===== config.mk =====
export PLATFORM = sky130hd
export DESIGN_NAME = atl_sqrt
export DESIGN_NICKNAME = d
export VERILOG_FILES = /design/src/design/atl_pkg.sv /design/src/design/atl_sqrt.sv
export SDC_FILE = /design/constraint.sdc
export NUM_CORES = 2
export LEC_CHECK = 0
export ABC_AREA = 0
export ABC_CLOCK_PERIOD_IN_PS = 3950
export BUFFER_PORTS_ARGS = -buffer_cell sky130_fd_sc_hd__buf_2
export CORE_MARGIN = 1
export CORE_UTILIZATION = 60
export CTS_CLUSTER_SIZE = 28
export DETAILED_ROUTE_END_ITERATION = 12
export PLACE_DENSITY = 0.76
export SLEW_MARGIN = 20
export SYNTH_ARGS = -nofsm -noshare
export SYNTH_HDL_FRONTEND = slang
export SYNTH_MEMORY_MAX_BITS = 65536
export SYNTH_SLANG_ARGS = --single-unit

===== constraint.sdc =====
create_clock -name clock -period 3.95 [get_ports clock]
set_clock_uncertainty 0.1 [all_clocks]
set_input_delay 0.1975 -clock clock [delete_from_list [all_inputs] [get_ports clock]]
set_output_delay 0.1975 -clock clock [all_outputs]
set_load 0.005 [all_outputs]

===== src/design/atl_pkg.sv =====
// ----------------------------------------------------------------------------
// atl_pkg
// shared widths, constants and the arctangent table of the tilt angle block
// ----------------------------------------------------------------------------
package atl_pkg;

   localparam int SAMPLE_W  = 16;
   localparam int SQ_W      = 32;
   localparam int MAG_W     = 32;
   localparam int COORD_W   = 36;
   localparam int ACC_W     = 26;
   localparam int TABLE_LEN = 24;
   localparam int ROLL_W    = 16;
   localparam int PITCH_W   = 15;
   localparam int RollLimit  = 18000;
   localparam int PitchLimit = 9000;

   localparam logic signed [ACC_W-1:0] QUARTER_TURN = 26'sd2304000;

   // atan(2^-i) in 1/256 of a hundredth of a degree
   function automatic logic signed [ACC_W-1:0] arc_angle(input int idx);
      logic signed [ACC_W-1:0] a;
      case (idx)
         0:       a = 26'sd1152000;
         1:       a = 26'sd680065;
         2:       a = 26'sd359328;
         3:       a = 26'sd182400;
         4:       a = 26'sd91554;
         5:       a = 26'sd45822;
         6:       a = 26'sd22916;
         7:       a = 26'sd11459;
         8:       a = 26'sd5730;
         9:       a = 26'sd2865;
         10:      a = 26'sd1432;
         11:      a = 26'sd716;
         12:      a = 26'sd358;
         13:      a = 26'sd179;
         14:      a = 26'sd90;
         15:      a = 26'sd45;
         16:      a = 26'sd22;
         17:      a = 26'sd11;
         18:      a = 26'sd6;
         19:      a = 26'sd3;
         20:      a = 26'sd1;
         21:      a = 26'sd1;
         default: a = 26'sd0;
      endcase
      return a;
   endfunction

endpackage


===== src/design/atl_sqrt.sv =====
// ----------------------------------------------------------------------------
// atl_sqrt
// pipelined restoring square root, one root bit per stage, of sq * 2^32
// ----------------------------------------------------------------------------
module atl_sqrt
   import atl_pkg::*;
#(
   parameter int SIDE_W = 48
)(
   input  logic              clock,
   input  logic              reset,
   input  logic              advance,
   input  logic              in_valid,
   input  logic [SQ_W-1:0]   in_sq,
   input  logic [SIDE_W-1:0] in_side,
   output logic              out_valid,
   output logic [MAG_W-1:0]  out_mag,
   output logic [SIDE_W-1:0] out_side
);

   localparam int REM_W = MAG_W + 3;

   logic              valid_ff [0:MAG_W];
   logic [REM_W-1:0]  rem_ff   [0:MAG_W];
   logic [MAG_W-1:0]  root_ff  [0:MAG_W];
   logic [SQ_W-1:0]   rad_ff   [0:MAG_W];
   logic [SIDE_W-1:0] side_ff  [0:MAG_W];

   always_ff @(posedge clock) begin
      if (reset) begin
         valid_ff[0] <= 1'b0;
      end else if (advance) begin
         valid_ff[0] <= in_valid;
      end
      if (advance) begin
         rem_ff[0]  <= '0;
         root_ff[0] <= '0;
         rad_ff[0]  <= in_sq;
         side_ff[0] <= in_side;
      end
   end

   for (genvar j = 0; j < MAG_W; j++) begin : g_bit
      logic [REM_W-1:0] rem_sh;
      logic [REM_W-1:0] trial;
      logic             take;

      // two radicand bits come down per root bit; low half of sq*2^32 is zero
      always_comb begin
         rem_sh = {rem_ff[j][REM_W-3:0], rad_ff[j][SQ_W-1:SQ_W-2]};
         trial  = REM_W'({root_ff[j], 2'b01});
         take   = (rem_sh >= trial);
      end

      always_ff @(posedge clock) begin
         if (reset) begin
            valid_ff[j+1] <= 1'b0;
         end else if (advance) begin
            valid_ff[j+1] <= valid_ff[j];
         end
         if (advance) begin
            rem_ff[j+1]  <= take ? rem_sh - trial : rem_sh;
            root_ff[j+1] <= {root_ff[j][MAG_W-2:0], take};
            rad_ff[j+1]  <= {rad_ff[j][SQ_W-3:0], 2'b00};
            side_ff[j+1] <= side_ff[j];
         end
      end
   end

   assign out_valid = valid_ff[MAG_W];
   assign out_mag   = root_ff[MAG_W];
   assign out_side  = side_ff[MAG_W];

endmodule


* Yosys cells after proc, flatten, opt, wreduce, memory -nomap -nowiden
Memory sizes are Yosys's and may differ from the RTL's.
Cells that the tools add are included.
** Cells by class
- $add $sub $neg :: 32
- Muxes and demuxes :: 71
- Order comparisons :: 32
- Bitwise logic cells :: 33
** Operator list (number)
- greater-or-equal comparator 35 x 34 -> 1 bit :: 32
- two-way mux 35 bit :: 32
- subtractor 35 x 34 -> 35 bit :: 32
- two-way mux 1 bit :: 39
- OR 1 bit :: 33
** Storage, ports and cells
- Memories kept :: 5
- Bits of input ports :: 84
- Bits in writable memories :: 4884
- Logic and storage cells :: 173
- Register bits :: 0
- Output and inout bits :: 81
** Memories
- side_ff :: words 33, bits a word 48, rd ports 33, clocked after memory_dff 0, wr ports 33, RTL line atl_sqrt.sv:27 : logic [SIDE_W-1:0] side_ff [0:MAG_W];
- rem_ff :: words 33, bits a word 35, rd ports 32, clocked after memory_dff 0, wr ports 33, RTL line atl_sqrt.sv:24 : logic [REM_W-1:0] rem_ff [0:MAG_W];
- rad_ff :: words 33, bits a word 32, rd ports 32, clocked after memory_dff 0, wr ports 33, RTL line atl_sqrt.sv:26 : logic [SQ_W-1:0] rad_ff [0:MAG_W];
- root_ff :: words 33, bits a word 32, rd ports 33, clocked after memory_dff 0, wr ports 33, RTL line atl_sqrt.sv:25 : logic [MAG_W-1:0] root_ff [0:MAG_W];
- valid_ff :: words 33, bits a word 1, rd ports 33, clocked after memory_dff 0, wr ports 33, RTL line atl_sqrt.sv:23 : logic valid_ff [0:MAG_W];

* Depth between registers and ports, before layout
- Depth in word-level cells :: 4
- Depth in mapped cells :: 14
- Gate-level depth less buffers :: 13

* Worst setup path before layout
OpenSTA, ideal clock, no wires.
- Kind :: register to register
- From :: memory rem_ff[0][840] (netlist name)
- To :: memory rem_ff[0][907] (netlist name), data pin
- Arrival :: 3126 ps
- Path buffers :: 0
- Slack :: 453 ps
- Setup time :: 271 ps
- Cell stages (with the launch flop) :: 13
- Period minus slack after synthesis :: 3497 ps
- Path through :: edfxtp_1 > ha_1 > inv_1 > fa_1 > nor2b_1 > o31a_1 > o32a_1 > a211oi_2 > o211ai_1 > a2111oi_0 > o211ai_1 > nor4_1 > xor2_1
** RTL lines (RTL line)
- start, declared :: atl_sqrt.sv:24

==> impl_results.md <==
- Cell mode on critical path: a221oi_1
- Flop pwr share: between 50 and 60%
- Pwr/cell area: 575 nW/µm²
- CTS clk-pin slew, worst paths: 60 ps
- Tot Pwr: between 90000 and 100000 µW
- Row cnt: 177
- Cells along the critical path: ha_1 -> a21o_1 -> a221oi_1 -> o21ai_1 -> a221oi_1 -> buf_4 -> o31a_1 -> nor2_1 -> o2111a_1 -> a211oi_4 -> buf_12 -> mux2_2
- H-tree levels: 5
- Share of layout cells above drive strength 1: 10.1%
- Clock power frac: a little over a third
- Synthesized Nets: about 10000
- Initial Util: 60.4%
- Crit path depth: 12
- Mean Syn Cell Area: 14.8 µm²
- CP startpoint kind: register
- Peak VDD IR: 0.561 mV
- Die height: 486 µm
- Final hold violation count: 0
- Sw Share: between 20% and 30%
- Crit Path Class: register to register
- Hold Path End: rad_ff[0][118]
- DR WL/cell: ~19 µm
- CTS tree: built
- FF-to-FF Start: rem_ff[0][1022]
- Worst hold-check path type: register to register
- Area delta synth->final: 13.8%
- Most common cell in the netlist: edfxtp_1
- Violated checks: antenna violations
- Setup Viol. Count Final: 0
- Lkg Pwr: 0.0599 µW
- CTS root buffer: clkbuf_16
- Commonest register cell after synthesis: edfxtp_1
- Chip width: between 400 and 500 µm
- Final period util: 96.1%
- 1st-pass router iterations: 8
- Outcome: complete, but fails checks
- DP HPWL: 175000 µm
- Fmax: around 0.26 GHz
- Cell Int Power: 68800 µW
- Sequential share of the synthesized area: approximately 72%
- Reg2reg end: rem_ff[0][1070]
- Drt drc: 0
- IO Pins: 165
- Routed vias/inst: about 5.7
- Period minus WS final: ~3800 ps
- Fin. max-slew vios: 0
- Crit path arrival time: between 4000 and 5000 ps
- Total gr overflow: 0
- Synth async-reset ratio: 0%
- # port buffers: 164
- Initial antenna violation count: 15
- Crit end category: register
- Max incr delay on CP: 400 ps
- Cell taking the most area after synthesis: edfxtp_1
- Synthesized cell area: 140000 µm²
- Bufs and invs on worst path: 2
- First-pass GRT wire length: approximately 420000 µm
- Area contributors post-synth: edfxtp_1 (72%), ha_1 (4.7%), xnor2_1 (2.4%)
- Clock buffer depth: 4
- Yosys cell types: 92
- Reg2reg setup slack: between 150 and 200 ps
- Maxcap violations: 0
- Crit path max fanout: 29
- Skew-Pair Late Insertion Delay: 960 ps
- Core Region: about 230000 µm²
- Tot GR Track Use: 22.2%
- Sw Pwr: 23200 µW
- Top cell type's share of synthesized area: 72.2%
- Crit path from: rem_ff[0][1022]
- Num Clock Sinks: 3376
- Post-Route WL: 263000 µm
- Synthesized flop and latch total: 3376
- Cells after DPL: 12900
- Worst Path Required: between 4000 and 5000 ps
- Largest net degree at the start of global routing: 142
- Final ANT Viol Nets: 1
- Vias in the first global route: 76700
- EDFF count, synth: 3376
- Hold Path Origin: rad_ff[0][84]
- Rel. slew slack: 29.0%
- Fin cells: 13700
- Comb power frac: 14.9%
- Worst-Margin Slew: 1070 ps
- Synth top cells by count: edfxtp_1 (3376), inv_1 (718), nand2_1 (570)
- Yosys warning count: 0
- Family with the most delay on the worst path: compound AO/OA/AOI/OAI gates
- Placer Congestion: 0.923
- Post-Synthesis Cells: 9490
- Vias: 77400
- Hold Path Cell Cnt: 0
- Worst R2R Path Depth: 12
- Initial drt markers: roughly 6700
- # nets final: 10900
- Die area: around 240000 µm²
- Final TNS setup: 0 ps
- Post-CTS repair timing setup buffer count: 0
- Slowest CP cell: edfxtp_1
- Total CTS buffers: 351
state kept, by name, summed over array words and instances (netlist names):
signal    count
rad_ff      272
root_ff     528
rem_ff      959
valid_ff     33
side_ff    1584
per-layer routing:
metal	up-vias	track usage (%)	part of all wire, %
li1	37100	-	-
met1	37400	31.6	44
met2	2386	35.6	46
met3	518	3.60	6.2
met4	6	6.78	2.8
met5	-	0	0.020
stage by stage:
stage / area (µm²) / util [%] / setup slack (ps) / hold slack, ps
after global routing: 160000 / 68.7 / -22.1 / 243
after CTS: 160000 / 68.7 / 56.9 / 229
final: 160000 / 68.7 / 154 / 248
after detailed placement: 147000 / 63.2 / 88.2 / 276
after global placement: 147000 / 63.2 / 154 / 274
after floorplan: 140000 / - / 453 / 196
power by group through the flow:
stage               logic [µW]  registers (µW)  clock network (µW)
finish                   13700           46300               32000
global route             15300           46600               34100
CTS                      13600           46200               32800
detailed placement       13400           46900                   0
global placement         13000           46800                   0
floorplan                 9630           45900                   0
how the worst max path moves through the flow:
stage                           end
floorplan            rem_ff[0][907]
global route         rem_ff[0][662]
finish              rem_ff[0][1070]
detailed placement  rem_ff[0][1114]
CTS                 rem_ff[0][1114]
global placement    rem_ff[0][1054]
worst register-to-register path: stages, from the launching register on:
cell      delay [ps]
edfxtp_1         400
ha_1             390
a21o_1           210
a221oi_1         350
o21ai_1          180
a221oi_1         280
buf_4            170
o31a_1           230
nor2_1           100
o2111a_1         310
a211oi_4         220
buf_12           230
mux2_2           380
timing repair:
| item | in CTS | in global routing |
|---|---|---|
| gates resized for setup | 0 | 17 |
| endpoints found under the hold margin | 215 | 0 |
| endpoints found under the setup margin | 0 | 82 |
| hold buffers | 165 | 0 |
cell usage in the layout, fill, tap and decap left out, types with 46 or more instances in the layout:
master / n
nor4_1: 124
nand4_1: 65
nor3_1: 209
o21bai_1: 49
nand2_1: 570
edfxtp_1: 3376
or3_1: 78
buf_2: 163
a21oi_1: 474
and3_1: 56
buf_4: 197
clkinv_2: 49
o21a_1: 99
dlygate4sd3_1: 165
clkinv_1: 70
a21o_1: 200
nor2b_1: 66
o21ai_0: 430
nand3_1: 154
a211oi_1: 56
or2_2: 46
and2_1: 72
clkbuf_16: 353
xnor2_1: 377
inv_1: 718
mux2_2: 78
or4_1: 55
ha_1: 529
o31ai_1: 66
nor2_1: 503
nand2b_1: 109
clkbuf_1: 66
xor2_1: 374
final cells by class:
cell class / instances / area (µm²)
clock buffer: 419 / 9080
inverter: 722 / 2710
clock inverter: 196 / 2030
tap: 3132 / 3920
sequential: 3376 / 101000
fill: 15200 / 72900
antenna: 6 / 15.0
timing repair buffer: 566 / 4770
multi-input combinational: 5247 / 36000
kinds of logic (layout without fill, tap and decap cells):
family / count (synthesis) / after routing / share of synthesized area [%]
other: 1 / 7 / 0.00267
and+or+nand+nor: 2210 / 2210 / 7.82
xor gates and xnor gates: 751 / 751 / 4.68
muxes: 84 / 84 / 0.668
buffers and inverters: 867 / 1903 / 2.33
adders and majority gates: 545 / 545 / 4.93
AOI/OAI and AO/OA: 1656 / 1656 / 7.39
DFF: 3376 / 3376 / 72.2
(Power assumes the default switching activity.)
