--- src/design/atl_pkg.sv ---
// ----------------------------------------------------------------------------
// atl_pkg
// shared widths, constants and the arctangent table of the tilt angle block
// ----------------------------------------------------------------------------
package atl_pkg;

   localparam int SAMPLE_W  = 16;
   localparam int SQ_W      = 32;
   localparam int MAG_W     = 32;
   localparam int COORD_W   = 36;
   localparam int ACC_W     = 26;
   localparam int TABLE_LEN = 24;
   localparam int ROLL_W    = 16;
   localparam int PITCH_W   = 15;
   localparam int RollLimit  = 18000;
   localparam int PitchLimit = 9000;

   localparam logic signed [ACC_W-1:0] QUARTER_TURN = 26'sd2304000;

   // atan(2^-i) in 1/256 of a hundredth of a degree
   function automatic logic signed [ACC_W-1:0] arc_angle(input int idx);
      logic signed [ACC_W-1:0] a;
      case (idx)
         0:       a = 26'sd1152000;
         1:       a = 26'sd680065;
         2:       a = 26'sd359328;
         3:       a = 26'sd182400;
         4:       a = 26'sd91554;
         5:       a = 26'sd45822;
         6:       a = 26'sd22916;
         7:       a = 26'sd11459;
         8:       a = 26'sd5730;
         9:       a = 26'sd2865;
         10:      a = 26'sd1432;
         11:      a = 26'sd716;
         12:      a = 26'sd358;
         13:      a = 26'sd179;
         14:      a = 26'sd90;
         15:      a = 26'sd45;
         16:      a = 26'sd22;
         17:      a = 26'sd11;
         18:      a = 26'sd6;
         19:      a = 26'sd3;
         20:      a = 26'sd1;
         21:      a = 26'sd1;
         default: a = 26'sd0;
      endcase
      return a;
   endfunction

endpackage

--- src/design/atl_cordic.sv ---
// ----------------------------------------------------------------------------
// atl_cordic
// vectoring cordic pipeline giving a rounded, clamped atan2 in 0.01 degree
// ----------------------------------------------------------------------------
module atl_cordic
   import atl_pkg::*;
#(
   parameter int STEPS   = 16,
   parameter int LIMIT   = 18000,
   parameter int ANGLE_W = 16
)(
   input  logic                      clock,
   input  logic                      reset,
   input  logic                      advance,
   input  logic                      in_valid,
   input  logic signed [COORD_W-1:0] in_px,
   input  logic signed [COORD_W-1:0] in_py,
   output logic                      out_valid,
   output logic signed [ANGLE_W-1:0] out_angle
);

   logic                      valid_ff [0:STEPS];
   logic                      zero_ff  [0:STEPS];
   logic signed [COORD_W-1:0] xs_ff    [0:STEPS];
   logic signed [COORD_W-1:0] ys_ff    [0:STEPS];
   logic signed [ACC_W-1:0]   acc_ff   [0:STEPS];

   logic                    out_valid_ff;
   logic signed [ANGLE_W-1:0] angle_ff;

   // quarter-turn pre-rotation for the left half plane
   always_ff @(posedge clock) begin
      if (reset) begin
         valid_ff[0] <= 1'b0;
      end else if (advance) begin
         valid_ff[0] <= in_valid;
      end
      if (advance) begin
         zero_ff[0] <= (in_px == '0) && (in_py == '0);
         if (in_px < 0) begin
            if (in_py >= 0) begin
               xs_ff[0]  <= in_py;
               ys_ff[0]  <= -in_px;
               acc_ff[0] <= QUARTER_TURN;
            end else begin
               xs_ff[0]  <= -in_py;
               ys_ff[0]  <= in_px;
               acc_ff[0] <= -QUARTER_TURN;
            end
         end else begin
            xs_ff[0]  <= in_px;
            ys_ff[0]  <= in_py;
            acc_ff[0] <= '0;
         end
      end
   end

   for (genvar i = 0; i < STEPS; i++) begin : g_step
      localparam logic signed [ACC_W-1:0] ARC = arc_angle(i);
      logic signed [COORD_W-1:0] dx;
      logic signed [COORD_W-1:0] dy;

      assign dx = ys_ff[i] >>> i;
      assign dy = xs_ff[i] >>> i;

      always_ff @(posedge clock) begin
         if (reset) begin
            valid_ff[i+1] <= 1'b0;
         end else if (advance) begin
            valid_ff[i+1] <= valid_ff[i];
         end
         if (advance) begin
            zero_ff[i+1] <= zero_ff[i];
            if (ys_ff[i] >= 0) begin
               xs_ff[i+1]  <= xs_ff[i] + dx;
               ys_ff[i+1]  <= ys_ff[i] - dy;
               acc_ff[i+1] <= acc_ff[i] + ARC;
            end else begin
               xs_ff[i+1]  <= xs_ff[i] - dx;
               ys_ff[i+1]  <= ys_ff[i] + dy;
               acc_ff[i+1] <= acc_ff[i] - ARC;
            end
         end
      end
   end

   localparam logic signed [ACC_W-1:0] LIM_POS = ACC_W'(LIMIT);
   localparam logic signed [ACC_W-1:0] LIM_NEG = -ACC_W'(LIMIT);

   logic signed [ACC_W-1:0] acc_mag;
   logic signed [ACC_W-1:0] rnd_mag;
   logic signed [ACC_W-1:0] rnd_val;
   logic signed [ACC_W-1:0] clamped;

   // round half away from zero, then clamp; the zero vector gives zero
   always_comb begin
      acc_mag = (acc_ff[STEPS] < 0) ? -acc_ff[STEPS] : acc_ff[STEPS];
      rnd_mag = (acc_mag + ACC_W'(128)) >>> 8;
      rnd_val = (acc_ff[STEPS] < 0) ? -rnd_mag : rnd_mag;
      if (zero_ff[STEPS]) begin
         clamped = '0;
      end else if (rnd_val > LIM_POS) begin
         clamped = LIM_POS;
      end else if (rnd_val < LIM_NEG) begin
         clamped = LIM_NEG;
      end else begin
         clamped = rnd_val;
      end
   end

   always_ff @(posedge clock) begin
      if (reset) begin
         out_valid_ff <= 1'b0;
      end else if (advance) begin
         out_valid_ff <= valid_ff[STEPS];
      end
      if (advance) begin
         angle_ff <= clamped[ANGLE_W-1:0];
      end
   end

   assign out_valid = out_valid_ff;
   assign out_angle = angle_ff;

endmodule

--- config.mk ---
export PLATFORM = sky130hd
export DESIGN_NAME = atl_cordic
export DESIGN_NICKNAME = d
export VERILOG_FILES = /design/src/design/atl_pkg.sv /design/src/design/atl_cordic.sv
export SDC_FILE = /design/constraint.sdc
export NUM_CORES = 2
export LEC_CHECK = 0
export BUFFER_PORTS_ARGS = -buffer_cell sky130_fd_sc_hd__buf_2
export CAP_MARGIN = 20
export CORE_ASPECT_RATIO = 1.1
export CORE_MARGIN = 2
export CORE_UTILIZATION = 50
export CTS_BUF_LIST = sky130_fd_sc_hd__clkbuf_4
export DETAILED_ROUTE_END_ITERATION = 7
export HOLD_SLACK_MARGIN = 0.12
export PLACE_DENSITY = 0.74
export SYNTH_ARGS = -nofsm -noshare
export SYNTH_HDL_FRONTEND = slang
export SYNTH_SLANG_ARGS = --single-unit
--- constraint.sdc ---
create_clock -name clock -period 8.4 [get_ports clock]
set_input_delay 1.68 -clock clock [delete_from_list [all_inputs] [get_ports clock]]
set_output_delay 1.68 -clock clock [all_outputs]
set_load 0.05 [all_outputs]
* Word level (Yosys, flattened, before mapping)
Memory sizes are Yosys's and may differ from the RTL's. A register that Yosys moved wholly into a read port is not among the register bits.
Cells that the tools add are included.
** Word-level totals
- Memories :: 5
- Output and inout port bits :: 17
- Input bits :: 76
- RAM bits :: 1700
- Logic and storage cells :: 393
- Flip-flop bits (word level) :: 16
** Operators by class
- Add/sub/neg operators :: 100
- $lt $le $gt $ge :: 21
- Mux-type cells :: 188
- Reductions and logical operators :: 5
- Bitwise gates (word level) :: 71
** Memory list
- xs_ff :: words 17, bits a word 36, read ports 16, clocked after Yosys merged registers in 0, write ports 17, line atl_cordic.sv:24 : logic signed [COORD_W-1:0] xs_ff [0:STEPS];
- ys_ff :: words 17, bits a word 36, read ports 16, clocked after Yosys merged registers in 0, write ports 17, line atl_cordic.sv:25 : logic signed [COORD_W-1:0] ys_ff [0:STEPS];
- acc_ff :: words 17, bits a word 26, read ports 17, clocked after Yosys merged registers in 0, write ports 17, line atl_cordic.sv:26 : logic signed [ACC_W-1:0] acc_ff [0:STEPS];
- valid_ff :: words 17, bits a word 1, read ports 17, clocked after Yosys merged registers in 1, write ports 17, line atl_cordic.sv:22 : logic valid_ff [0:STEPS];
- zero_ff :: words 17, bits a word 1, read ports 17, clocked after Yosys merged registers in 0, write ports 17, line atl_cordic.sv:23 : logic zero_ff [0:STEPS];
** Operators with widths (number)
- two-way mux 36 bit :: 36
- >= comparator 36 x 1 -> 1 bit, second input constant :: 17
- two-way mux 26 bit :: 20
- two-way mux 1 bit :: 130
- adder 36 x 21 -> 36 bit :: 2
- adder 36 x 22 -> 36 bit :: 2
- adder 36 x 23 -> 36 bit :: 2
- adder 36 x 24 -> 36 bit :: 2
- adder 36 x 25 -> 36 bit :: 2
- adder 36 x 26 -> 36 bit :: 2
- adder 36 x 27 -> 36 bit :: 2
- adder 36 x 28 -> 36 bit :: 2
- adder 36 x 29 -> 36 bit :: 2
- adder 36 x 30 -> 36 bit :: 2
- adder 36 x 31 -> 36 bit :: 2
- adder 36 x 32 -> 36 bit :: 2
- adder 36 x 33 -> 36 bit :: 2
- adder 36 x 34 -> 36 bit :: 2
- adder 36 x 35 -> 36 bit :: 2
- zero test 36 bit :: 2
- negation 36 bit :: 2
- subtractor 36 x 21 -> 36 bit :: 2
- subtractor 36 x 22 -> 36 bit :: 2
- subtractor 36 x 23 -> 36 bit :: 2
- 58 further kinds :: 142

* Longest topological paths before layout
An unclocked memory read counts as a cell.
- Word-level depth :: 9
- Depth in mapped cells :: 21
- Gate-level depth less buffers :: 21

* Least setup slack after synthesis
OpenSTA, ideal clock, no wires.
- Kind :: input -> register
- From :: input port advance
- To :: memory xs_ff[12][35] (data pin)
- Required time :: 8.135 ns
- Arrival time :: 6.504 ns
- Slack :: 1.630 ns
- Stages on the path :: 19
- Setup time :: 0.265 ns
- Path through :: clkbuf_1 -> clkbuf_1 -> clkbuf_1 -> nand2_1 -> inv_1 -> clkbuf_1 -> buf_1 -> mux2i_1 -> ha_1 -> nor2b_1 -> o31a_1 -> o31a_1 -> a211oi_1 -> o31ai_1 -> a41o_1 -> a41o_1 -> o41a_1 -> a221oi_1 -> xnor2_1
** RTL lines
- start: declaration :: line atl_cordic.sv:14 : input logic advance,
- end: declaration :: line atl_cordic.sv:24

==> results.toml <==
[status]
outcome = "completed"

[setup_path]
critPathSlowestCell = "a221oi_1"
crit_type = "in -> reg"
cp_max_fo = 89
max_stage_delay_ns = 0.80
cp.arrival_ns = 7.10
critPathRequiredTime_ns = 9.60
cp_num_buf_inv = 2
startpoint_type = "input pin"
crit_path_cell_trace = "buf_12 -> nand2_1 -> buf_4 -> mux2i_1 -> fa_1 -> a21o_1 -> a21oi_1 -> o21ai_0 -> a221oi_1 -> o311ai_0 -> a31oi_1 -> nor2b_1 -> o21a_1 -> o41ai_1 -> xnor2_1"
critPathTopFamily = "compound AO/OA/AOI/OAI gates"
endpoint_kind = "register"

[clocking]
cts-htree-levels = 5
ctsResizeCount = 0
hold_buffers = 0
numCtsBuffers = 419
tritoncts = "yes"
clock_path_buffers = 4
clk_pin_slew_ns = 0.08
clk_latency_ns = 1.50
cts-root-buf = "clkbuf_4"
cts_setup_buffers = 0
clkSinkCount = 1489

[sta]
hold_ws_ns = 0.370
clock_skew_ns = 0.110
period_share = 0.702
drv_slew = 0
finalSetupViolations = 0
slew_headroom = 0.240
tightest_slew_ns = 1.13
final.min_clock_period_ns = 5.90
finalHoldViolCount = 0
fmax_mhz = 170
rsz0062_at_grt = "false"
finalSetupTns_ns = 0

[cells_and_area]
area_growth_pct = 7.30
postLayoutCoreUtil = 0.538
drive_gt1_frac = 0.0648
postLayoutCellArea_um2 = 139000
layout.nets = 15700

[global_routing]
grt_max_degree = 166
grt_overflow_total = 0
grt_pass1_vias = 99700
antenna_found_initial = 4
track_usage = 0.247
grt_pass1_wl_um = 529000

[routing]
drt-met1-wl_um = 140000
wl_met3_um = 18400
initialDrtViolationCount = 7904
wl_per_cell_um = 18.9
via_per_inst = 5.93
antenna_left = 0
first_pass_iters = 8
via_count = 106000
drc = 0
highest_layer = "met4"
dr_wl_met2_um = 163000
drt-total-wl_um = 338000

[yosys]
postSynth.asyncResetShare = 0
synth_top_area_frac = 0.344
synth.net_count = 15400
synth_seq_area_share = 0.344
synth_flop_cell = "edfxtp_1"
synth.ff_latch_count = 1489
synth.cell_area_um2 = 130000
yosys-top-cells-area = "edfxtp_1, ha_1, xnor2_1, a21oi_1, xor2_1"
netlist_instances = 13900
ys_types = 98
synth_top_area_cell = "edfxtp_1"
yosysWarnings = 0
avgSynthCellArea_um2 = 9.37
synth_edf_count = 1488

[die]
die-area_um2 = 264000
row_count = 196
initial_core_util = 0.502
core_region_area_um2 = 259000
die_w_um = 490
io_pins = 93
die_h_um = 538

[place]
globalplace.congestion = 0.988
dp_hpwl_um = 265000
postPlaceCellArea_um2 = 134000
io_buffers = 92

[job]
max_cap_violations = 0

[min_path]
hold_class = "reg -> reg"
[metrics by stage]
step / worst slack, ns / instances
finish: 2.50 / 17900
global route: 2.17 / 17900
CTS: 2.71 / 17900
detailed placement: 1.10 / 17200
global placement: 1.21 / 17200
floorplan: 1.63 / 13900
[layout make-up]
cell class	count	area [um^2]
Multi-Input combinational cell	11500	81800
Timing Repair Buffer	162	1050
Inverter	591	2220
Clock buffer	559	4200
Tap cell	3465	4340
Clock inverter	146	940
Fill cell	23500	119000
Antenna cell	6	15.0
Sequential cell	1489	44700
[cell usage after synthesis, types with 252 or more instances]
cell	n
xor2_1	652
nor2_1	1156
edfxtp_1	1488
a21oi_1	1357
nor3_1	382
a21o_1	542
nand2_1	796
ha_1	1414
xnor2_1	1287
o21ai_0	815
inv_1	583
nand3_1	252
[layer usage]
metal | GRT usage | vias up
met3 | 0.0368 | 706
li1 | - | 52500
met4 | 0.122 | 0
met1 | 0.304 | 50100
met5 | 0 | -
met2 | 0.419 | 3012
[flip-flops by register name, indices dropped and copies added (netlist names)]
signal and count:
ys_ff 541, xs_ff 525, acc_ff 372, valid_ff 17, zero_ff 17, out_angle 16
out_valid 1
[kinds of logic after synthesis]
logic type	after synthesis	share of synthesized area
AND/OR/NAND/NOR	3765	0.141
adder cells (fa/ha/maj)	1456	0.143
AO/OA/AOI/OAI	4274	0.211
multiplexers	58	0.00471
flip-flops	1489	0.344
buffers and inverters	872	0.0254
XOR/XNOR	1940	0.131
[placed cells by master, fill, tap and decap left out, types with 139 or more instances in the layout]
cell,n
o21ai_0,815
o21bai_1,163
clkbuf_4,559
o31ai_1,232
inv_1,582
nor3_1,382
ha_1,1414
edfxtp_1,1488
o21a_1,210
nand2b_1,200
a21o_1,542
nand2_1,792
and3_1,139
nor2_1,1156
xor2_1,652
a21oi_1,1357
a211oi_1,144
nand3_1,252
xnor2_1,1287
[path summary, 6_finish.rpt]
| kind | from | endpoint | slack (ns) | depth (start not counted) |
|---|---|---|---|---|
| hold reg to reg | acc_ff[6][1]$_DFFE_PP_ | acc_ff[7][1]$_DFFE_PP_ | 0.37 | 0 |
| setup reg to reg | ys_ff[2][5]$_DFFE_PP_ | xs_ff[3][33]$_DFFE_PP_ | 2.70 | 18 |
| hold / removal | acc_ff[6][1]$_DFFE_PP_ | acc_ff[7][1]$_DFFE_PP_ | 0.37 | 0 |
| setup / recovery | advance | xs_ff[10][24]$_DFFE_PP_ | 2.50 | 15 |
Power is left out: the tool's default activity adds up to more than one toggle a clock period on the data nets, which glitch-free logic cannot reach.
